$ cat src/c8_pkg.sv
// shared constants, types and helper functions of the chip8 core
package c8_pkg;

  localparam int ADDR_W        = 12;
  localparam int MEM_BYTES     = 4096;
  localparam int PROGRAM_START = 512;
  localparam int FONT_BASE     = 80;
  localparam int FONT_LEN      = 80;
  localparam int SCREEN_W      = 64;
  localparam int SCREEN_H      = 32;
  localparam int ROW_W         = $clog2(SCREEN_H);
  localparam int XPOS_W        = $clog2(SCREEN_W);
  localparam int STACK_ENTRIES = 16;
  localparam int STK_AW        = $clog2(STACK_ENTRIES);
  localparam int SP_W          = 5;
  localparam int CNT_W         = $clog2(MEM_BYTES);

  // item commands
  localparam logic [1:0] CMD_LOAD = 2'd0;
  localparam logic [1:0] CMD_STEP = 2'd1;
  localparam logic [1:0] CMD_ROW  = 2'd2;
  localparam logic [1:0] CMD_NOP  = 2'd3;

  // status codes
  localparam logic [1:0] ST_OK  = 2'd0;
  localparam logic [1:0] ST_BAD = 2'd1;
  localparam logic [1:0] ST_OVF = 2'd2;
  localparam logic [1:0] ST_UNF = 2'd3;

  // opcode groups, top nibble
  localparam logic [3:0] OP_SYS  = 4'h0;
  localparam logic [3:0] OP_JP   = 4'h1;
  localparam logic [3:0] OP_CALL = 4'h2;
  localparam logic [3:0] OP_SE   = 4'h3;
  localparam logic [3:0] OP_SNE  = 4'h4;
  localparam logic [3:0] OP_SER  = 4'h5;
  localparam logic [3:0] OP_LD   = 4'h6;
  localparam logic [3:0] OP_ADD  = 4'h7;
  localparam logic [3:0] OP_ALU  = 4'h8;
  localparam logic [3:0] OP_SNER = 4'h9;
  localparam logic [3:0] OP_LDI  = 4'hA;
  localparam logic [3:0] OP_JPV  = 4'hB;
  localparam logic [3:0] OP_RND  = 4'hC;
  localparam logic [3:0] OP_DRW  = 4'hD;
  localparam logic [3:0] OP_SKP  = 4'hE;
  localparam logic [3:0] OP_MISC = 4'hF;

  localparam logic [15:0] SYS_CLS = 16'h00E0;
  localparam logic [15:0] SYS_RET = 16'h00EE;

  // register-register operations, low nibble
  localparam logic [3:0] ALU_MOV  = 4'h0;
  localparam logic [3:0] ALU_OR   = 4'h1;
  localparam logic [3:0] ALU_AND  = 4'h2;
  localparam logic [3:0] ALU_XOR  = 4'h3;
  localparam logic [3:0] ALU_ADD  = 4'h4;
  localparam logic [3:0] ALU_SUB  = 4'h5;
  localparam logic [3:0] ALU_SHR  = 4'h6;
  localparam logic [3:0] ALU_SUBN = 4'h7;
  localparam logic [3:0] ALU_SHL  = 4'hE;

  localparam logic [7:0] E_SKP  = 8'h9E;
  localparam logic [7:0] E_SKNP = 8'hA1;

  localparam logic [7:0] F_GDT   = 8'h07;
  localparam logic [7:0] F_KEY   = 8'h0A;
  localparam logic [7:0] F_SDT   = 8'h15;
  localparam logic [7:0] F_SST   = 8'h18;
  localparam logic [7:0] F_ADDI  = 8'h1E;
  localparam logic [7:0] F_FONT  = 8'h29;
  localparam logic [7:0] F_BCD   = 8'h33;
  localparam logic [7:0] F_STORE = 8'h55;
  localparam logic [7:0] F_LOAD  = 8'h65;

  localparam logic [7:0] FONT [FONT_LEN] = '{
    8'hF0, 8'h90, 8'h90, 8'h90, 8'hF0, 8'h20, 8'h60, 8'h20, 8'h20, 8'h70,
    8'hF0, 8'h10, 8'hF0, 8'h80, 8'hF0, 8'hF0, 8'h10, 8'hF0, 8'h10, 8'hF0,
    8'h90, 8'h90, 8'hF0, 8'h10, 8'h10, 8'hF0, 8'h80, 8'hF0, 8'h10, 8'hF0,
    8'hF0, 8'h80, 8'hF0, 8'h90, 8'hF0, 8'hF0, 8'h10, 8'h20, 8'h40, 8'h40,
    8'hF0, 8'h90, 8'hF0, 8'h90, 8'hF0, 8'hF0, 8'h90, 8'hF0, 8'h10, 8'hF0,
    8'hF0, 8'h90, 8'hF0, 8'h90, 8'h90, 8'hE0, 8'h90, 8'hE0, 8'h90, 8'hE0,
    8'hF0, 8'h80, 8'h80, 8'h80, 8'hF0, 8'hE0, 8'h90, 8'h90, 8'h90, 8'hE0,
    8'hF0, 8'h80, 8'hF0, 8'h80, 8'hF0, 8'hF0, 8'h80, 8'hF0, 8'h80, 8'h80
  };

  // long operations that follow the execute cycle
  typedef enum logic [2:0] {
    K_NONE, K_CLS, K_RET, K_DRAW, K_BCD, K_STORE, K_LOAD
  } kind_t;

  typedef enum logic [1:0] {MR_PC, MR_PC1, MR_IDX} mrd_sel_t;
  typedef enum logic [2:0] {MW_NONE, MW_INIT, MW_LOAD, MW_BCD, MW_STORE} mwr_sel_t;
  typedef enum logic [1:0] {VR_X, VR_Y, VR_CNT} vrd_sel_t;
  typedef enum logic [2:0] {VW_NONE, VW_INIT, VW_VX, VW_HIT, VW_LOAD} vwr_sel_t;
  typedef enum logic {FR_SEL, FR_DRAW} frd_sel_t;
  typedef enum logic [1:0] {FW_NONE, FW_INIT, FW_CLR, FW_DRAW} fwr_sel_t;

  typedef struct packed {
    logic     take;
    logic     cnt_clr;
    logic     cnt_inc;
    mrd_sel_t mrd;
    mwr_sel_t mwr;
    vrd_sel_t vrd;
    vwr_sel_t vwr;
    logic     fr_rd;
    frd_sel_t frd;
    fwr_sel_t fwr;
    logic     op_hi;
    logic     op_lo;
    logic     pc_adv;
    logic     vx_cap;
    logic     exec;
    logic     ret_pc;
    logic     tick;
    logic     out_load;
  } c8_cmd_t;

  typedef struct packed {
    kind_t kind;
    logic  wr_vx;
    logic  draw_done;
    logic  cnt_init_last;
    logic  cnt_row_last;
    logic  cnt_bcd_last;
    logic  cnt_x_last;
  } c8_stat_t;

  // reset content of main memory
  function automatic logic [7:0] font_byte(input logic [ADDR_W-1:0] addr);
    logic [ADDR_W-1:0] off;
    off = addr - ADDR_W'(FONT_BASE);
    if (addr >= ADDR_W'(FONT_BASE) && addr < ADDR_W'(FONT_BASE + FONT_LEN)) begin
      return FONT[off[6:0]];
    end
    return 8'h00;
  endfunction

  // decimal digits {hundreds, tens, ones}
  function automatic logic [11:0] bcd3(input logic [7:0] v);
    logic [1:0]  h;
    logic [7:0]  r;
    logic [14:0] p;
    logic [3:0]  t;
    logic [7:0]  o;
    if (v >= 8'd200) begin
      h = 2'd2;
      r = v - 8'd200;
    end else if (v >= 8'd100) begin
      h = 2'd1;
      r = v - 8'd100;
    end else begin
      h = 2'd0;
      r = v;
    end
    p = 15'(r[6:0]) * 15'd205;
    t = p[14:11];
    o = r - 8'(t) * 8'd10;
    return {2'b00, h, t, o[3:0]};
  endfunction

endpackage

$ cat src/c8_ctrl.sv
// controller: sequencer state machine and response valid
module c8_ctrl (
  input  logic             clk,
  input  logic             rst,
  input  logic             req_valid,
  input  logic [1:0]       req_cmd,
  output logic             req_ready,
  input  logic             rsp_ready,
  output logic             rsp_valid,
  output c8_pkg::c8_cmd_t  cmd,
  input  c8_pkg::c8_stat_t stat
);

  typedef enum logic [20:0] {
    S_INIT    = 21'h000001,
    S_IDLE    = 21'h000002,
    S_FETCH0  = 21'h000004,
    S_FETCH1  = 21'h000008,
    S_FETCH2  = 21'h000010,
    S_READX   = 21'h000020,
    S_READY   = 21'h000040,
    S_EXEC    = 21'h000080,
    S_WVX     = 21'h000100,
    S_CLS     = 21'h000200,
    S_RET     = 21'h000400,
    S_DRAW_RD = 21'h000800,
    S_DRAW_WR = 21'h001000,
    S_DRAW_END= 21'h002000,
    S_BCD     = 21'h004000,
    S_ST_RD   = 21'h008000,
    S_ST_WR   = 21'h010000,
    S_LD_RD   = 21'h020000,
    S_LD_WR   = 21'h040000,
    S_FIN     = 21'h080000,
    S_RESP    = 21'h100000
  } state_t;

  state_t state, state_next;
  logic   rsp_valid_next;
  logic   rsp_free;

  assign req_ready = (state == S_IDLE);
  assign rsp_free  = !rsp_valid || rsp_ready;

  always_comb begin
    cmd        = '0;
    cmd.mrd    = c8_pkg::MR_PC;
    cmd.mwr    = c8_pkg::MW_NONE;
    cmd.vrd    = c8_pkg::VR_X;
    cmd.vwr    = c8_pkg::VW_NONE;
    cmd.frd    = c8_pkg::FR_SEL;
    cmd.fwr    = c8_pkg::FW_NONE;
    state_next = state;
    unique case (state)
      S_INIT: begin
        cmd.mwr     = c8_pkg::MW_INIT;
        cmd.vwr     = c8_pkg::VW_INIT;
        cmd.fwr     = c8_pkg::FW_INIT;
        cmd.cnt_inc = 1'b1;
        if (stat.cnt_init_last) state_next = S_IDLE;
      end
      S_IDLE: begin
        if (req_valid) begin
          cmd.take  = 1'b1;
          cmd.fr_rd = 1'b1;
          if (req_cmd == c8_pkg::CMD_LOAD) cmd.mwr = c8_pkg::MW_LOAD;
          state_next = (req_cmd == c8_pkg::CMD_STEP) ? S_FETCH0 : S_RESP;
        end
      end
      S_FETCH0: state_next = S_FETCH1;
      S_FETCH1: begin
        cmd.op_hi  = 1'b1;
        cmd.mrd    = c8_pkg::MR_PC1;
        state_next = S_FETCH2;
      end
      S_FETCH2: begin
        cmd.op_lo  = 1'b1;
        cmd.pc_adv = 1'b1;
        state_next = S_READX;
      end
      S_READX: state_next = S_READY;
      S_READY: begin
        cmd.vx_cap = 1'b1;
        cmd.vrd    = c8_pkg::VR_Y;
        state_next = S_EXEC;
      end
      S_EXEC: begin
        cmd.exec    = 1'b1;
        cmd.cnt_clr = 1'b1;
        unique case (stat.kind)
          c8_pkg::K_CLS:   state_next = S_CLS;
          c8_pkg::K_RET:   state_next = S_RET;
          c8_pkg::K_DRAW:  state_next = S_DRAW_RD;
          c8_pkg::K_BCD:   state_next = S_BCD;
          c8_pkg::K_STORE: state_next = S_ST_RD;
          c8_pkg::K_LOAD:  state_next = S_LD_RD;
          default:         state_next = stat.wr_vx ? S_WVX : S_FIN;
        endcase
      end
      S_WVX: begin
        cmd.vwr    = c8_pkg::VW_VX;
        state_next = S_FIN;
      end
      S_CLS: begin
        cmd.fwr     = c8_pkg::FW_CLR;
        cmd.cnt_inc = 1'b1;
        if (stat.cnt_row_last) state_next = S_FIN;
      end
      S_RET: begin
        cmd.ret_pc = 1'b1;
        state_next = S_FIN;
      end
      S_DRAW_RD: begin
        if (stat.draw_done) begin
          state_next = S_DRAW_END;
        end else begin
          cmd.mrd    = c8_pkg::MR_IDX;
          cmd.fr_rd  = 1'b1;
          cmd.frd    = c8_pkg::FR_DRAW;
          state_next = S_DRAW_WR;
        end
      end
      S_DRAW_WR: begin
        cmd.fwr     = c8_pkg::FW_DRAW;
        cmd.cnt_inc = 1'b1;
        state_next  = S_DRAW_RD;
      end
      S_DRAW_END: begin
        cmd.vwr    = c8_pkg::VW_HIT;
        state_next = S_FIN;
      end
      S_BCD: begin
        cmd.mwr     = c8_pkg::MW_BCD;
        cmd.cnt_inc = 1'b1;
        if (stat.cnt_bcd_last) state_next = S_FIN;
      end
      S_ST_RD: begin
        cmd.vrd    = c8_pkg::VR_CNT;
        state_next = S_ST_WR;
      end
      S_ST_WR: begin
        cmd.mwr     = c8_pkg::MW_STORE;
        cmd.cnt_inc = 1'b1;
        state_next  = stat.cnt_x_last ? S_FIN : S_ST_RD;
      end
      S_LD_RD: begin
        cmd.mrd    = c8_pkg::MR_IDX;
        state_next = S_LD_WR;
      end
      S_LD_WR: begin
        cmd.vwr     = c8_pkg::VW_LOAD;
        cmd.cnt_inc = 1'b1;
        state_next  = stat.cnt_x_last ? S_FIN : S_LD_RD;
      end
      S_FIN: begin
        cmd.tick   = 1'b1;
        state_next = S_RESP;
      end
      S_RESP: begin
        if (rsp_free) begin
          cmd.out_load = 1'b1;
          state_next   = S_IDLE;
        end
      end
      default: state_next = S_INIT;
    endcase
  end

  always_comb begin
    if (cmd.out_load) rsp_valid_next = 1'b1;
    else if (rsp_ready) rsp_valid_next = 1'b0;
    else rsp_valid_next = rsp_valid;
  end

  always_ff @(posedge clk) begin
    if (rst) begin
      state     <= S_INIT;
      rsp_valid <= 1'b0;
    end else begin
      state     <= state_next;
      rsp_valid <= rsp_valid_next;
    end
  end

endmodule
$ cat config.mk
export PLATFORM = sky130hd
export DESIGN_NAME = c8_ctrl
export DESIGN_NICKNAME = d
export VERILOG_FILES = /design/src/c8_pkg.sv /design/src/c8_ctrl.sv
export SDC_FILE = /design/constraint.sdc
export NUM_CORES = 1
export LEC_CHECK = 0
export BUFFER_PORTS_ARGS = -buffer_cell sky130_fd_sc_hd__buf_2
export CELL_PAD_IN_SITES_DETAIL_PLACEMENT = 0
export CELL_PAD_IN_SITES_GLOBAL_PLACEMENT = 2
export CORE_ASPECT_RATIO = 1.25
export CORE_UTILIZATION = 29
export CTS_CLUSTER_SIZE = 24
export DETAILED_ROUTE_END_ITERATION = 6
export HOLD_SLACK_MARGIN = 0.03
export PLACE_DENSITY_LB_ADDON = 0.05
export SYNTH_ARGS = -nofsm -noshare
export SYNTH_HDL_FRONTEND = slang
export SYNTH_SLANG_ARGS = --single-unit
$ cat constraint.sdc
create_clock -name clk -period 2.5 [get_ports clk]
set_input_delay 0.25 -clock clk [delete_from_list [all_inputs] [get_ports clk]]
set_output_delay 0.25 -clock clk [all_outputs]
set_load 0.005 [all_outputs]
==> flow_metrics.tcl, run 1 <==
set metrics [dict create \
    status "completed" \
    fillers 534 \
    dp_hpwl_microns 3950 \
    reg2reg_slack_ns 0.11 \
    end_kind "output pin" \
    grt_pass1_wl_microns 8000 \
    fin_cells 304 \
    synth.avg_cell_area_sq_um 7.78 \
    yosys_warnings 0 \
    worstPathMaxFanout 6 \
    wl_per_cell_microns 17.1 \
    htreeDepth 1 \
    ys_top_cells_by_area "dfxtp_1, nor4_1, nor2_1" \
    ios 42 \
    cp_num_buf_inv 1 \
    yosys.area.top_type_share 0.287 \
    final_util 0.391 \
    num_rows 29 \
    fp.dieArea_sq_um 5580 \
    post-route-min-period_ns 2.44 \
    nNetsFinal 258 \
    synth-seq-cells 22 \
    final.period_utilization 0.978 \
    crit_end "cmd[22]" \
    crit_path_top_delay_cell "or4_1" \
    dp_cells 293 \
    drt-initial-drc-count 86 \
    hp-class "in -> reg" \
    p_int_mw 0.638 \
    synth_edf_count 0 \
    p_leak_nw 0.833 \
    syn-num-nets 212 \
    drive_above_1_share 0.351 \
    power.switching_mw 0.301 \
    r2r-start "state[4]" \
    p_comb_frac 0.309 \
    rsz0062_at_grt "true" \
    ctsHoldBuffers 0 \
    worstSetupPathType "reg -> out" \
    grt-ovfl-total 0 \
    start_kind "register" \
    clock_power_share 0.293 \
    fmax_ghz 0.409 \
    clk_latency_ns 0.28 \
    grt_max_degree 22 \
    drv_slew 0 \
    cts_tree "yes" \
    syn_area_sq_um 1530 \
    maxCapViolations 0 \
    r2r_cells 6 \
    skew_ns 0.00242 \
    cts_buffers 3 \
    synthFlopType "dfxtp_1" \
    ir_drop_uv 200 \
    seq_area_frac_synth 0.287 \
    cp_top_family "simple AND/OR/NAND/NOR gates" \
    finalHoldViolations 0 \
    area_growth_pct 29.5 \
    port_buffers 41 \
    initial_core_util 0.302 \
    drc 0 \
    first_global_vias 1555 \
    final_cell_area_sq_um 1980 \
    die_y_microns 83.3 \
    dr.pass1.iters 4 \
    setup_violations 0 \
    crit_path_max_incr_delay_ns 0.55 \
    path_cells "or4_1, or3_4, or3_1, nand4b_1, buf_2" \
    place_area_sq_um 1810 \
    grt_usage 0.191 \
    wirelength_microns 5210 \
    whs_ns 0.238 \
    power_density_nw_per_um2 473 \
    syn_inst 197 \
    antenna_found_initial 0 \
    seq_power_share 0.399 \
    async_reset_ff_frac 0 \
    p_sw_frac 0.321 \
    critical_path_arrival_ns 2.19 \
    crit_cells 5 \
    cts_root_buffer "clkbuf_8" \
    total_power_mw 0.939 \
    reg2reg_to "state[20]" \
    n_antenna_cell 0 \
    numClockSinks 22 \
    gp_congestion 0.830 \
    yosys.area.top_type "dfxtp_1" \
    vias 1689 \
    clock_path_buffers 2 \
    dieWidth_microns 67.0 \
    ys_types 43 \
    via_per_inst 5.56 \
    tightest_slew_ns 0.531 \
    max_slew_margin 0.643 \
    cts.clk_slew.worst_paths_ns 0.08 \
    core-area_sq_um 5080 \
    crit_start "state[11]" \
    required_ns 2.25 \
    drtAntennaViolNets 0 \
]
## layout make-up
type,count,area (sq um),share of cell area
sequential,22,445,0.224
inverter,6,22.5,0.0113
tap,62,77.6,0.0391
clock buffer,4,55.1,0.0277
timing repair buffer,57,325,0.164
multi-input combinational,153,1060,0.533
## registers in the layout, summed over array words and instances (netlist names)
| register | count |
|---|---|
| state | 21 |
| rsp_valid | 1 |
## cell usage in the layout, fill, tap and decap left out, types with 8 or more instances in the layout
master,count
buf_2,41
nor2_1,18
dfxtp_1,18
buf_4,16
nand2_1,12
nor3_1,10
nand3_1,9
nor4_1,8
a21oi_1,8
## cells by family after synthesis
kind of cell,count (synthesis),synth area share
and+or+nand+nor,125,0.514
buffers and inverters,22,0.0645
DFF,22,0.287
xor gates and xnor gates,6,0.0343
AOI/OAI and AO/OA,22,0.0996
## synth_stat cells (all sizes together), types with 6 or more instances
cell type and number:
a21oi 8, clkbuf 11, dfxtp 22, inv 6, nand2 12, nand3 10, nand3b 6, nand4 6
nand4b 7, nor2 18, nor3 14, nor4 11, or3 6, or4 8
## worst register-to-register path: cells and delay by family, from the launching register on
kind / cells / cell delay [ns]
AND/OR/NAND/NOR: 4 / 1.55
flip-flops: 1 / 0.36
buffers and inverters: 1 / 0.19
AO/OA/AOI/OAI: 1 / 0.22
## metrics by stage
step	TNS (ns)	setup slack, ns
finish	0	0.0552
global route	-0.0975	-0.0391
CTS	0	0.0113
detailed placement	0	0.169
global placement	0	0.169
floorplan	0	0.331
## how the worst min path moves through the flow
stage,from,to,cells past startpoint
detailed placement,rsp_valid,rsp_valid,2
floorplan,stat[6],state[10],1
global route,stat[4],state[13],2
global placement,rsp_valid,rsp_valid,2
finish,stat[6],state[10],2
CTS,stat[6],state[10],2
## power by group through the flow
stage / combinational, mW / clock, mW / sequential [mW]
final: 0.290 / 0.275 / 0.375
after global routing: 0.315 / 0.297 / 0.377
after CTS: 0.267 / 0.281 / 0.373
after detailed placement: 0.245 / 0 / 0.381
after global placement: 0.248 / 0 / 0.382
after floorplan: 0.153 / 0 / 0.374
## routing by layer
metal	share of wire	global-route usage
met2	0.50	0.318
met5	0	0
met1	0.45	0.250
met3	0.041	0.0206
met4	0.014	0.0638
## what timing repair did
item / 4_1_cts / 5_1_grt
gates resized for setup: 5 / 12
pin swaps: 0 / 2
setup buffers: 4 / 3
hold endpoints to repair: 0 / 0
setup endpoints to repair: 5 / 12
(Power assumes the default switching activity.)
==> run 2, diff against run 1 <==
- PLACE_DENSITY_LB_ADDON: 0.05 -> 0.2
- SKIP_LAST_GASP: unset -> 1
==> run 2 against run 1 <==
  * Non-clock buffer count increased by 8
  * Clock skew about the same
  * Register-to-register slack about the same
  * Fmax increased by 1.1%
  * Largest power group unchanged
  * Cell count increased by 2.6%
  * Critical path depth unchanged
==> flow_metrics.tcl, run 2 (synthesized netlist as in run 1, its figures left out) <==
set metrics [dict create \
    initial_core_util 0.302 \
    grt_max_degree 22 \
    final_util 0.407 \
    grt_usage 0.193 \
    cp_num_buf_inv 1 \
    final.period_utilization 0.967 \
    core-area_sq_um 5080 \
    port_buffers 41 \
    ir_drop_uv 201 \
    cts_tree "yes" \
    post-route-min-period_ns 2.42 \
    top_register "state" \
    setup_violations 0 \
    drv_slew 0 \
    largest_reg_flops 21 \
    via_per_inst 5.54 \
    layout_commonest_cell "buf_2" \
    drtAntennaViolNets 0 \
    power_density_nw_per_um2 449 \
    drc 0 \
    hp-class "in -> reg" \
    crit_path_max_incr_delay_ns 0.53 \
    max_slew_margin 0.708 \
    worstSetupPathType "reg -> out" \
    start_kind "register" \
    dp_hpwl_microns 3940 \
    cts_buffers 3 \
    dieWidth_microns 67.0 \
    drive_above_1_share 0.376 \
    num_rows 29 \
    required_ns 2.25 \
    end_kind "output pin" \
    first_global_vias 1592 \
    worstPathMaxFanout 6 \
    cts.clk_slew.worst_paths_ns 0.09 \
    dr.pass1.iters 4 \
    ctsHoldBuffers 0 \
    clock_path_buffers 2 \
    crit_path_top_delay_cell "or4_1" \
    vias 1728 \
    fmax_ghz 0.413 \
    antenna_found_initial 0 \
    reg_top3 "state x21, rsp_valid x1" \
    cp_top_family "simple AND/OR/NAND/NOR gates" \
    place_area_sq_um 1850 \
    final_cell_area_sq_um 2070 \
    htreeDepth 1 \
    wl_per_cell_microns 16.8 \
    finalHoldViolations 0 \
    gp_congestion 0.788 \
    fp.dieArea_sq_um 5580 \
    tightest_slew_ns 0.434 \
    skew_ns 0.00287 \
    die_y_microns 83.3 \
    n_antenna_cell 0 \
    wirelength_microns 5230 \
    grt_pass1_wl_microns 8140 \
    status "completed" \
    critical_path_arrival_ns 2.17 \
    cts_root_buffer "clkbuf_8" \
    path_cells "or4_1, or3_4, or3_1, nand4b_1, buf_2" \
    maxCapViolations 0 \
    numClockSinks 22 \
    grt-ovfl-total 0 \
    p_leak_nw 0.882 \
    layout_common_cells "buf_2, buf_4, nor2_1, dfxtp_1, nand2_1" \
    clk_latency_ns 0.27 \
    ios 42 \
    nNetsFinal 266 \
    drt-initial-drc-count 60 \
    area_growth_pct 34.9 \
]
-- run 2: cell types whose count changed in the layout (fill, tap and decap cells not counted), sizes merged --
cell / previous run / this run
buf: 57 / 65
-- run 2: layout make-up --
type | count | area [sq um]
Tap cell | 62 | 77.6
Fill cell | 560 | 3010
Clock buffer | 4 | 55.1
Sequential cell | 22 | 450
Multi-Input combinational cell | 153 | 1070
Timing Repair Buffer | 65 | 393
Inverter | 6 | 22.5
-- run 2: per-stage QoR --
| stage | instances | setup TNS, ns | hold slack [ns] | setup slack, ns | power (mW) |
|---|---|---|---|---|---|
| finish | 312 | 0 | 0.237 | 0.0813 | 0.929 |
| global route | 312 | -0.00519 | 0.230 | -0.00519 | 0.989 |
| CTS | 306 | 0 | 0.234 | 0.0000711 | 0.923 |
| detailed placement | 299 | 0 | 0.503 | 0.174 | 0.636 |
| global placement | 299 | 0 | 0.503 | 0.207 | 0.637 |
| floorplan | 197 | 0 | 0.326 | 0.331 | 0.527 |
-- run 2: final timing paths --
path	from	endpoint	slack (ns)	depth (start not counted)
hold reg to reg	rsp_valid	rsp_valid	0.51	2
hold / removal	stat[6]	state[10]	0.24	2
setup / recovery	state[11]	cmd[22]	0.08	5
setup reg to reg	state[5]	state[20]	0.12	6
-- run 2: layer usage --
layer  vias to the layer above  track usage  wire length (microns)
li1                        858            -                      -
met5                         -            0                      0
met2                        50        0.318                   2610
met4                         0       0.0580                     64
met1                       816        0.259                   2320
met3                         4       0.0192                    234
-- run 2: power by group --
part,switching (mW),internal (mW),total (mW)
Sequential,0.0173,0.357,0.374
Clock,0.128,0.141,0.269
Combinational,0.148,0.137,0.285
-- run 2: worst register-to-register path, delay by kind of cell, from the launching register on --
kind	cells	cell delay (ns)
and+or+nand+nor	4	1.54
AOI/OAI and AO/OA	1	0.22
DFF	1	0.36
buffers and inverters	1	0.18
-- run 2: repair_timing --
action / CTS / global route
endpoints found under the setup margin: 5 / 10
buffers inserted: 3 / 6
endpoints found under the hold margin: 0 / 0
resized for setup: 3 / 20
pin swaps: 0 / 7
